[config.mk]
export PLATFORM = sky130hd
export DESIGN_NAME = reliable_retransmit_queue_top
export DESIGN_NICKNAME = d
export VERILOG_FILES = /design/src/rtl/rrq_pkg.sv /design/src/rtl/rrq_cmp.sv /design/src/rtl/rrq_store.sv /design/src/rtl/reliable_retransmit_queue_top.sv
export SDC_FILE = /design/constraint.sdc
export NUM_CORES = 2
export LEC_CHECK = 0
export ABC_AREA = 0
export BUFFER_PORTS_ARGS = -buffer_cell sky130_fd_sc_hd__buf_2
export CAP_MARGIN = 20
export CORE_UTILIZATION = 30
export CTS_BUF_LIST = sky130_fd_sc_hd__clkbuf_2
export CTS_CLUSTER_DIAMETER = 120
export DETAILED_ROUTE_END_ITERATION = 16
export PLACE_DENSITY = 0.4
export SETUP_SLACK_MARGIN = 0.05
export SLEW_MARGIN = 20
export SYNTH_ARGS = -nofsm -noshare
export SYNTH_HDL_FRONTEND = slang
export SYNTH_SLANG_ARGS = --single-unit
[constraint.sdc]
create_clock -name clk -period 11.8 [get_ports clk]
set_clock_uncertainty 0.1 [all_clocks]
set_input_delay 1.18 -clock clk [delete_from_list [all_inputs] [get_ports clk]]
set_output_delay 1.18 -clock clk [all_outputs]
set_load 0.02 [all_outputs]
[src/rtl/rrq_pkg.sv]
// Shared types and constants for the retransmission queue.
// Holds the command and result transaction structs, command and status codes,
// register indexes and the result struct of the shared compare unit.
package rrq_pkg;

  localparam int CFG_IDX_W = 2;

  localparam logic [1:0] CMD_ADD  = 2'd0;
  localparam logic [1:0] CMD_ACK  = 2'd1;
  localparam logic [1:0] CMD_TICK = 2'd2;

  localparam logic [1:0] STAT_DONE = 2'd0;
  localparam logic [1:0] STAT_MISS = 2'd1;
  localparam logic [1:0] STAT_FULL = 2'd2;

  localparam logic [CFG_IDX_W-1:0] REG_RESEND_INTERVAL = 2'd0;
  localparam logic [CFG_IDX_W-1:0] REG_ENTRY_LIFESPAN  = 2'd1;

  localparam logic [15:0] RESEND_INTERVAL_RST = 16'd250;
  localparam logic [31:0] ENTRY_LIFESPAN_RST  = 32'd10000;

  typedef struct packed {
    logic [1:0]  command;
    logic [31:0] msg_id;
    logic [31:0] now_ms;
  } in_t;

  typedef struct packed {
    logic [1:0]  status;
    logic        resend_valid;
    logic        expired_valid;
    logic [31:0] front_id;
    logic [4:0]  entries;
  } out_t;

  typedef struct packed {
    logic eq;
    logic ge;
  } cmp_res_t;

endpackage

[src/rtl/rrq_cmp.sv]
// Shared compare unit of the retransmission queue.
// Gives equality of two words and whether their wrapping difference reaches
// a limit. Depends on rrq_pkg.
module rrq_cmp (
  input  logic [31:0]       op_a,
  input  logic [31:0]       op_b,
  input  logic [31:0]       op_lim,
  output rrq_pkg::cmp_res_t res
);

  logic [31:0] diff;

  assign diff   = op_a - op_b;
  assign res.eq = (op_a == op_b);
  assign res.ge = (diff >= op_lim);

endmodule

[src/rtl/rrq_store.sv]
// Entry memories of the retransmission queue: message IDs and add times.
// One write port and one registered read port, shared by both arrays.
// No package dependency.
module rrq_store #(
  parameter int DEPTH = 16,
  parameter int AW    = 4
) (
  input  logic          clk,
  input  logic          rd_en,
  input  logic [AW-1:0] rd_addr,
  output logic [31:0]   rd_id,
  output logic [31:0]   rd_time,
  input  logic          wr_en,
  input  logic [AW-1:0] wr_addr,
  input  logic [31:0]   wr_id,
  input  logic [31:0]   wr_time
);

  logic [31:0] id_mem   [DEPTH];
  logic [31:0] time_mem [DEPTH];

  always_ff @(posedge clk) begin
    if (wr_en) begin
      id_mem[wr_addr]   <= wr_id;
      time_mem[wr_addr] <= wr_time;
    end
  end

  always_ff @(posedge clk) begin
    if (rd_en) begin
      rd_id   <= id_mem[rd_addr];
      rd_time <= time_mem[rd_addr];
    end
  end

endmodule

[src/rtl/reliable_retransmit_queue_top.sv]
// Top level of the retransmission queue: sequencer, counters, config registers.
// Instantiates rrq_store and rrq_cmp; uses rrq_pkg.
//
// Usage:
//   A command transaction is taken when start is high and busy is low. Add
//   appends msg_id with its time unless it is queued already or the queue is
//   full; acknowledge removes every entry with msg_id; tick checks the oldest
//   entry once resend_interval ms have passed since the last check, and then
//   reports it for resending or drops it as expired.
//   Exactly one result per command appears on out_data for one cycle, marked
//   by out_valid. The receiver cannot stall, so the result must be captured.
//   Busy drops in the cycle the result is shown, so a new command can follow.
//   Add and acknowledge read the queue one entry a cycle. A tick first checks
//   whether it is due; if so and the queue holds entries, it reads the oldest
//   entry and either reports it for resending or, if it has expired, adds an
//   acknowledge-style walk. Unknown commands answer in the next cycle.
//   Register writes on the cfg channel are always ready and must only be made
//   while the block is idle.
//   Reset empties the queue, clears the last check time and loads the default
//   interval (250 ms) and lifespan (10000 ms).
module reliable_retransmit_queue_top #(
  parameter int QUEUE_DEPTH = 16
) (
  input  logic                          clk,
  input  logic                          rst_n,
  input  logic                          start,
  output logic                          busy,
  input  rrq_pkg::in_t                  in_data,
  output logic                          out_valid,
  output rrq_pkg::out_t                 out_data,
  input  logic                          cfg_valid,
  output logic                          cfg_ready,
  input  logic [rrq_pkg::CFG_IDX_W-1:0] cfg_index,
  input  logic [31:0]                   cfg_data
);

  localparam int AW    = (QUEUE_DEPTH > 1) ? $clog2(QUEUE_DEPTH) : 1;
  localparam int CNT_W = $clog2(QUEUE_DEPTH + 1);

  localparam logic [1:0] S_IDLE  = 2'd0;
  localparam logic [1:0] S_TCHK  = 2'd1;
  localparam logic [1:0] S_FRONT = 2'd2;
  localparam logic [1:0] S_SCAN  = 2'd3;

  logic [1:0]       state_r, state_nxt;
  logic [1:0]       cmd_r, cmd_nxt;
  logic [31:0]      key_r, key_nxt;
  logic [31:0]      now_r, now_nxt;
  logic [CNT_W-1:0] count_r, count_nxt;
  logic [31:0]      last_r, last_nxt;
  logic [CNT_W-1:0] rd_r, rd_nxt;
  logic [CNT_W-1:0] wr_r, wr_nxt;
  logic             hit_r, hit_nxt;
  logic             pend_r, pend_nxt;
  rrq_pkg::out_t    out_r, out_nxt;
  logic             out_valid_r, out_valid_nxt;
  logic [15:0]      interval_r;
  logic [31:0]      lifespan_r;

  logic             rd_en;
  logic [AW-1:0]    rd_addr;
  logic [31:0]      rd_id;
  logic [31:0]      rd_time;
  logic             we;
  logic [AW-1:0]    wr_addr;
  logic [31:0]      wr_id;
  logic [31:0]      wr_time;

  logic [31:0]       cmp_a;
  logic [31:0]       cmp_b;
  logic [31:0]       cmp_lim;
  rrq_pkg::cmp_res_t cmp;

  rrq_store #(
    .DEPTH(QUEUE_DEPTH),
    .AW   (AW)
  ) u_store (
    .clk    (clk),
    .rd_en  (rd_en),
    .rd_addr(rd_addr),
    .rd_id  (rd_id),
    .rd_time(rd_time),
    .wr_en  (we),
    .wr_addr(wr_addr),
    .wr_id  (wr_id),
    .wr_time(wr_time)
  );

  rrq_cmp u_cmp (
    .op_a  (cmp_a),
    .op_b  (cmp_b),
    .op_lim(cmp_lim),
    .res   (cmp)
  );

  assign busy      = (state_r != S_IDLE);
  assign out_valid = out_valid_r;
  assign out_data  = out_r;
  assign cfg_ready = 1'b1;

  always_comb begin
    rrq_pkg::out_t res;
    res           = '0;
    res.entries   = 5'(count_r);
    state_nxt     = state_r;
    cmd_nxt       = cmd_r;
    key_nxt       = key_r;
    now_nxt       = now_r;
    count_nxt     = count_r;
    last_nxt      = last_r;
    rd_nxt        = rd_r;
    wr_nxt        = wr_r;
    hit_nxt       = hit_r;
    pend_nxt      = 1'b0;
    out_nxt       = out_r;
    out_valid_nxt = 1'b0;
    rd_en         = 1'b0;
    rd_addr       = '0;
    we            = 1'b0;
    wr_addr       = '0;
    wr_id         = rd_id;
    wr_time       = rd_time;
    cmp_a         = key_r;
    cmp_b         = rd_id;
    cmp_lim       = lifespan_r;

    unique case (state_r)
      S_IDLE: begin
        if (start) begin
          cmd_nxt = in_data.command;
          key_nxt = in_data.msg_id;
          now_nxt = in_data.now_ms;
          rd_nxt  = '0;
          wr_nxt  = '0;
          hit_nxt = 1'b0;
          unique case (in_data.command) inside
            rrq_pkg::CMD_ADD, rrq_pkg::CMD_ACK: state_nxt = S_SCAN;
            rrq_pkg::CMD_TICK:                  state_nxt = S_TCHK;
            default: begin
              out_nxt       = res;
              out_valid_nxt = 1'b1;
            end
          endcase
        end
      end
      S_TCHK: begin
        cmp_a   = now_r;
        cmp_b   = last_r;
        cmp_lim = 32'(interval_r);
        if (cmp.ge) begin
          last_nxt = now_r;
        end
        if (cmp.ge && (count_r != '0)) begin
          rd_en     = 1'b1;
          state_nxt = S_FRONT;
        end else begin
          out_nxt       = res;
          out_valid_nxt = 1'b1;
          state_nxt     = S_IDLE;
        end
      end
      S_FRONT: begin
        cmp_a   = now_r;
        cmp_b   = rd_time;
        cmp_lim = lifespan_r;
        if (cmp.ge) begin
          // Expired: drop every entry carrying the oldest ID by a removal walk.
          key_nxt   = rd_id;
          state_nxt = S_SCAN;
        end else begin
          res.resend_valid = 1'b1;
          res.front_id     = rd_id;
          out_nxt          = res;
          out_valid_nxt    = 1'b1;
          state_nxt        = S_IDLE;
        end
      end
      S_SCAN: begin
        if (rd_r < count_r) begin
          rd_en    = 1'b1;
          rd_addr  = rd_r[AW-1:0];
          rd_nxt   = rd_r + 1'b1;
          pend_nxt = 1'b1;
        end
        // The entry read last cycle is compared now; survivors of a removal
        // are copied down to the write pointer, which never passes the reads.
        if (pend_r) begin
          if (cmp.eq) begin
            hit_nxt = 1'b1;
          end else if (cmd_r != rrq_pkg::CMD_ADD) begin
            we      = 1'b1;
            wr_addr = wr_r[AW-1:0];
            wr_nxt  = wr_r + 1'b1;
          end
        end
        if ((rd_r >= count_r) && !pend_r) begin
          state_nxt     = S_IDLE;
          out_valid_nxt = 1'b1;
          case (cmd_r)
            rrq_pkg::CMD_ADD: begin
              if (hit_r) begin
                res.status = rrq_pkg::STAT_MISS;
              end else if (count_r >= CNT_W'(QUEUE_DEPTH)) begin
                res.status = rrq_pkg::STAT_FULL;
              end else begin
                we        = 1'b1;
                wr_addr   = count_r[AW-1:0];
                wr_id     = key_r;
                wr_time   = now_r;
                count_nxt = count_r + 1'b1;
              end
            end
            rrq_pkg::CMD_ACK: begin
              count_nxt  = wr_r;
              res.status = hit_r ? rrq_pkg::STAT_DONE : rrq_pkg::STAT_MISS;
            end
            default: begin
              count_nxt         = wr_r;
              res.expired_valid = 1'b1;
              res.front_id      = key_r;
            end
          endcase
          res.entries = 5'(count_nxt);
          out_nxt     = res;
        end
      end
      default: state_nxt = S_IDLE;
    endcase
  end

  always_ff @(posedge clk) begin
    if (!rst_n) begin
      state_r     <= S_IDLE;
      count_r     <= '0;
      last_r      <= '0;
      pend_r      <= 1'b0;
      out_valid_r <= 1'b0;
    end else begin
      state_r     <= state_nxt;
      count_r     <= count_nxt;
      last_r      <= last_nxt;
      pend_r      <= pend_nxt;
      out_valid_r <= out_valid_nxt;
    end
  end

  always_ff @(posedge clk) begin
    cmd_r <= cmd_nxt;
    key_r <= key_nxt;
    now_r <= now_nxt;
    rd_r  <= rd_nxt;
    wr_r  <= wr_nxt;
    hit_r <= hit_nxt;
    out_r <= out_nxt;
  end

  always_ff @(posedge clk) begin
    if (!rst_n) begin
      interval_r <= rrq_pkg::RESEND_INTERVAL_RST;
      lifespan_r <= rrq_pkg::ENTRY_LIFESPAN_RST;
    end else if (cfg_valid && cfg_ready) begin
      unique case (cfg_index)
        rrq_pkg::REG_RESEND_INTERVAL: interval_r <= cfg_data[15:0];
        rrq_pkg::REG_ENTRY_LIFESPAN:  lifespan_r <= cfg_data;
        default: ;
      endcase
    end
  end

endmodule

Word level (Yosys, flattened, before mapping)
Memories as Yosys holds them, arrays and structs flattened. A register that Yosys moved wholly into a read port is not among the register bits.
Index checks and enable logic that the tools add are counted.
- memories: 2
- register bits: 207
- word-level logic and storage cells: 152
- bits of input ports: 104
- bits in writable memories: 1024
- output and inout port bits: 44
- memories (memory ; depth ; bits a word ; read ports ; clocked after Yosys merged registers in ; write ports ; line ; RTL):
    u_store.id_mem ; 16 ; 32 ; 1 ; 1 ; 1 ; rrq_store.sv:19 ; logic [31:0] id_mem [DEPTH];
    u_store.time_mem ; 16 ; 32 ; 1 ; 1 ; 1 ; rrq_store.sv:20 ; logic [31:0] time_mem [DEPTH];
- mux-type cells: 76
- reductions and logical operators: 28
- add/sub/neg operators: 4
- eq/ne operators: 20
- $lt $le $gt $ge: 4
- operators with widths (kind ; number):
    $mux W32 ; 14
    $mux W41 ; 5
    $pmux W41 S4 ; 1
    $pmux W32 S2 ; 2
    $mux W4 ; 10
    $mux W5 ; 8
    $mux W33 ; 1
    $eq A32 B32 Y1 ; 1
    $ge A32 B32 Y1 ; 1
    $sub A32 B32 Y32 ; 1
    $ne A2 B2 Y1 const B ; 11
    $mux W1 ; 21
    $pmux W5 S2 ; 2
    $add A5 B1 Y5 const B ; 3
    $mux W2 ; 6
    $reduce_and A2 Y1 ; 6
    $reduce_and A5 Y1 ; 2
    $reduce_and A3 Y1 ; 3
    $eq A2 B1 Y1 const B ; 4
    $logic_not A2 Y1 ; 4
    $pmux W2 S2 ; 2
    $pmux W2 S4 ; 1
    $reduce_bool A2 Y1 ; 4
    $eq A2 B2 Y1 const B ; 3
    other kinds (12) ; 16

Longest topological paths before layout
- word-level depth: 13
- mapped depth: 27
- depth with buffers taken out: 23

By module
Synthesis repeated with hierarchy kept, for this count alone.
- cell total of the unflattened synthesis: 2977
- area total of the unflattened synthesis: 53254.8 um2
- modules (own cells, without submodules) (module ; seq. area each (um2) ; times used ; area an instance (um2) ; cells each):
    rrq_store ; 32671.3 ; 1 ; 40222.3 ; 1647
    reliable_retransmit_queue_top ; 5325.1 ; 1 ; 10408.7 ; 968
    rrq_cmp ; 0.0 ; 1 ; 2623.8 ; 362

Least setup slack after synthesis
Ideal clock, no wire load.
- path kind: reg-to-reg
- start point: reg state_r[0]
- end point: reg u_store.rd_id[0], read port of u_store.id_mem (enable)
- buffers on the path: 2
- arrival time: 9.629 ns
- cell stages (with the launch flop): 23
- setup time: 0.574 ns
- data required time: 11.126 ns
- period minus slack after synthesis: 10.304 ns
- path slack: 1.496 ns
- cell sequence: dfxtp_1 -> inv_1 -> ha_1 -> clkbuf_1 -> clkbuf_1 -> mux2i_1 -> ha_1 -> fa_1 -> nand2b_1 -> a211oi_2 -> o21ai_2 -> a31o_1 -> a22oi_4 -> a311oi_1 -> or4_1 -> o211ai_1 -> ha_1 -> nand4_1 -> or2_2 -> or3_1 -> o22ai_1 -> a211oi_2 -> o21ai_0
- cells in the longest elaborated chain, start to end: 8
- elaborated cells on any way between the ends: 13
- those cells by class: add/sub: 1; order compare: 1; eq/ne: 3; mux: 6; reduce/logical: 2
- ends and longest elaborated chain (element ; line ; RTL):
    from (decl) ; reliable_retransmit_queue_top.sv:45 ; logic [1:0] state_r, state_nxt;
    from (signal assigned) ; reliable_retransmit_queue_top.sv:239 ; state_r <= state_nxt;
    $eq A2 B2 Y1 / $eq A2 B1 Y1 (equally long branches) ; reliable_retransmit_queue_top.sv:127 ; unique case (state_r)
    $reduce_or A2 Y1 (no line) ; -- ;
    $mux W32 ; reliable_retransmit_queue_top.sv:127 ;
    $sub A32 B32 Y32 ; rrq_cmp.sv:13 ; assign diff = op_a - op_b;
    $ge A32 B32 Y1 ; rrq_cmp.sv:15 ; assign res.ge = (diff >= op_lim);
    $logic_and A1 B1 Y1 ; reliable_retransmit_queue_top.sv:153 ; if (cmp.ge && (count_r != '0)) begin
    $mux W1 ; reliable_retransmit_queue_top.sv:153 ;
    $pmux W1 S2 * ; reliable_retransmit_queue_top.sv:127 ;
    net rd_en ; reliable_retransmit_queue_top.sv:60 ; logic rd_en;
    to (decl) ; rrq_store.sv:11 ; output logic [31:0] rd_id,
Mark *: on every way through the listed nets, which the timed path passes. The rest lies on a longest branch.
A chain may end at the register's enable or synchronous reset.

Worst setup path in the final report
- start point: reg state_r[1]
- end point: reg u_store.rd_id[21], read port of u_store.id_mem (enable)
Same word-level chain as after synthesis.

==> impl_results.md <==
- Core ar.: 181000 µm²
- Synth area leaders: edfxtp_1, mux2_2, nand2_1, dfxtp_1, mux2i_1
- Synth Flop Type: edfxtp_1
- Clock buffer depth: 4
- Worst slew margin: 21.8%
- Arrival time at the worst endpoint: 9.54 ns
- Distinct cells, synth: 74
- Commonest non-fill, non-tap cell in the layout: edfxtp_1
- All-Layer GR Usage: 19.7%
- Share of the synthesized area in the top cell type: 65.9%
- Cell Area, Placed: 58500 µm²
- Die area: 185000 µm²
- Number of synthesis warnings: 0
- Setup violators final: 0
- Syn_nets: 4046
- CTS root buf: clkbuf_2
- Setup CP Type: reg -> reg
- I/O pin total: 148
- Remaining antenna violation count: 0
- Worst EP required: 12.96 ns
- Initial drt markers: 2382
- Row count: 156
- Worst hold slack: 0.326 ns
- Reg clk slew, reported paths: 0.11 ns
- H-Tree Depth: 5
- Die X: 430 µm
- Post-synth EDFFs: 1206
- Area Growth Syn to Fin: 16.0%
- Period utilization: 71.0%
- Final Wtd Congestion: 0.835
- Number of vias per cell: 5.02
- Mapped Area: 55000 µm²
- Post-layout power: 0.0109 W
- WL/cell: 26.2 µm
- TritonCTS clock tree: done
- Finished layout cell area: 63800 µm²
- Via Count: 35318
- Largest net degree at the start of global routing: 189
- Pre-CTS setup slack: 3.46 ns
- Critical path peak fanout: 54
- CP Capture Type: register
- Pwr/cell area: 171 nW/µm²
- Final-report hold violation count: 0
- Routed WL: 184000 µm
- Commonest non-fill, non-tap cells in the layout: edfxtp_1, clkbuf_2, nand2_1
- First-pass GRT wire length: 262000 µm
- Sequential share of the synthesized area: 69.1%
- Final net count: 4572
- Layout cell share with drive strength beyond 1: 23.8%
- Fmax: 119 MHz
- Vias in the first global route: 35542
- Unrepaired setup endpoints after global routing: false
- Worst setup SP type: register
- Cells after synthesis: 3863
- Clock Latency Late Sink: 1.81 ns
- Chip height: 430 µm
- Outcome: complete, no violations
- Avg Inst Size Synth: 14.2 µm²
- Min Tclk post-route: 8.38 ns
- Antenna violations before repair: 5
- Synth Register Bits: 1295
- # port buffers: 146
- FFs w/ async S/R, synth: 0%
- Setup TNS Final: 0 ns
- CTS Buf Count: 369
- CTS sink count: 1295
- Slew Viols, Final: 0
- Cts repair resizes: 0
- Final HPWL DP: 105000 µm
- Initial Util: 30.3%
- First drt pass iteration count: 5
- Least-Margin Pin Slew: 1.17 ns
- Yosys top cell by area: edfxtp_1
- Maximum VDD drop: 0.107 mV
- Drt drc: 0
- Max_cap viols: 0
- Hold crit path type: in -> reg
- Final WS setup: 3.42 ns
- Leak: 21.6 nW
- Congestion Overflow GR: 0
[cell usage after synthesis, drive strengths merged, types with 57 or more instances]
library cell     n
a21oi          238
ha              78
edfxtp        1206
nor2            57
o21ai           75
mux2           232
nand3           89
mux2i          156
clkbuf         205
nand2          524
a211oi         154
nor2b          133
buf             66
a31oi           69
a311oi          78
dfxtp           89
[worst paths after layout]
path / slack [ns] / endpoint / startpoint / depth (start not counted)
hold reg to reg: 0.36 / interval_r[0] / interval_r[0] / 2
setup reg to reg: 3.42 / u_store.rd_id[21] / state_r[1] / 23
setup / recovery: 3.42 / u_store.rd_id[21] / state_r[1] / 23
hold / removal: 0.33 / key_r[30] / in_data[62] / 3
[layout make-up]
type	instances	area, µm²
fill	17698	118000
sequential	1295	38000
multi-input combinational	2271	16100
timing repair buffer	426	3500
tap	2370	2970
clock buffer	578	2890
clock inverter	58	279
inverter	26	97.6
antenna	5	12.5
[sequential cells by signal (all words and copies together), names as in the netlist]
| signal | flops |
|---|---|
| cmd_r | 2 |
| count_r | 5 |
| hit_r | 1 |
| interval_r | 16 |
| key_r | 32 |
| last_r | 32 |
| lifespan_r | 32 |
| now_r | 32 |
| out_data | 41 |
| out_valid | 1 |
| pend_r | 1 |
| rd_r | 5 |
| state_r | 2 |
| u_store.id_mem | 512 |
| u_store.rd_id | 32 |
| u_store.rd_time | 32 |
| u_store.time_mem | 512 |
| wr_r | 5 |
[timing repair]
item,CTS,global route
setup buffers,0,0
hold buffers,211,0
hold endpoints to repair,174,0
[worst max-delay path, cell delays in order (launching register included)]
cell and delay (ns):
dfxtp_1 0.47, inv_1 0.15, ha_4 0.68, buf_4 0.49, a21oi_1 0.17, ha_1 0.27
fa_1 0.47, nand2b_1 0.19, a211oi_2 0.34, o21ai_2 0.10, a31o_1 0.26, a22oi_4 0.28
a311oi_1 0.19, or4_1 0.53, o211ai_1 0.11, ha_1 0.17, nand4_1 0.10, or2_2 0.33
or3_1 0.39, o22ai_1 0.17, a211oi_2 0.06, buf_4 0.22, o21ai_4 0.81, buf_4 0.82
[metal layers]
layer  vias up  part of all wire (%)  GRT usage, %
li1      16206                     -             -
met3       242                   4.7          3.38
met4         0                   2.0          5.76
met1     17902                    45          26.7
met2       968                    48          32.2
met5         -                     0             0
[through the flow]
step           utilization [%]  instances
5_1_grt                   35.2       7026
6_report                  35.2       7029
2_1_floorplan                -       3863
3_3_place_gp              32.3       6176
4_1_cts                   35.2       7024
3_5_place_dp              32.3       6177
[kinds of logic after synthesis]
| kind of cell | after synthesis | synth area share, % |
|---|---|---|
| adders and majority gates | 79 | 1.81 |
| DFF | 1295 | 69.1 |
| and+or+nand+nor | 895 | 7.38 |
| other | 1 | 0.00682 |
| muxes | 410 | 8.49 |
| buffers and inverters | 297 | 2.14 |
| AOI/OAI and AO/OA | 851 | 10.5 |
| xor gates and xnor gates | 35 | 0.557 |
[power by group]
part | switching [W] | leakage, nW | internal [W] | total, W
clock | 0.00193 | 2.53 | 0.00132 | 0.00324
combinational | 0.00142 | 7.38 | 0.000927 | 0.00235
sequential | 0.000141 | 11.6 | 0.00516 | 0.00531
total | 0.00349 | 21.6 | 0.00741 | 0.0109
No activity file was read; power rests on OpenSTA's default activity.
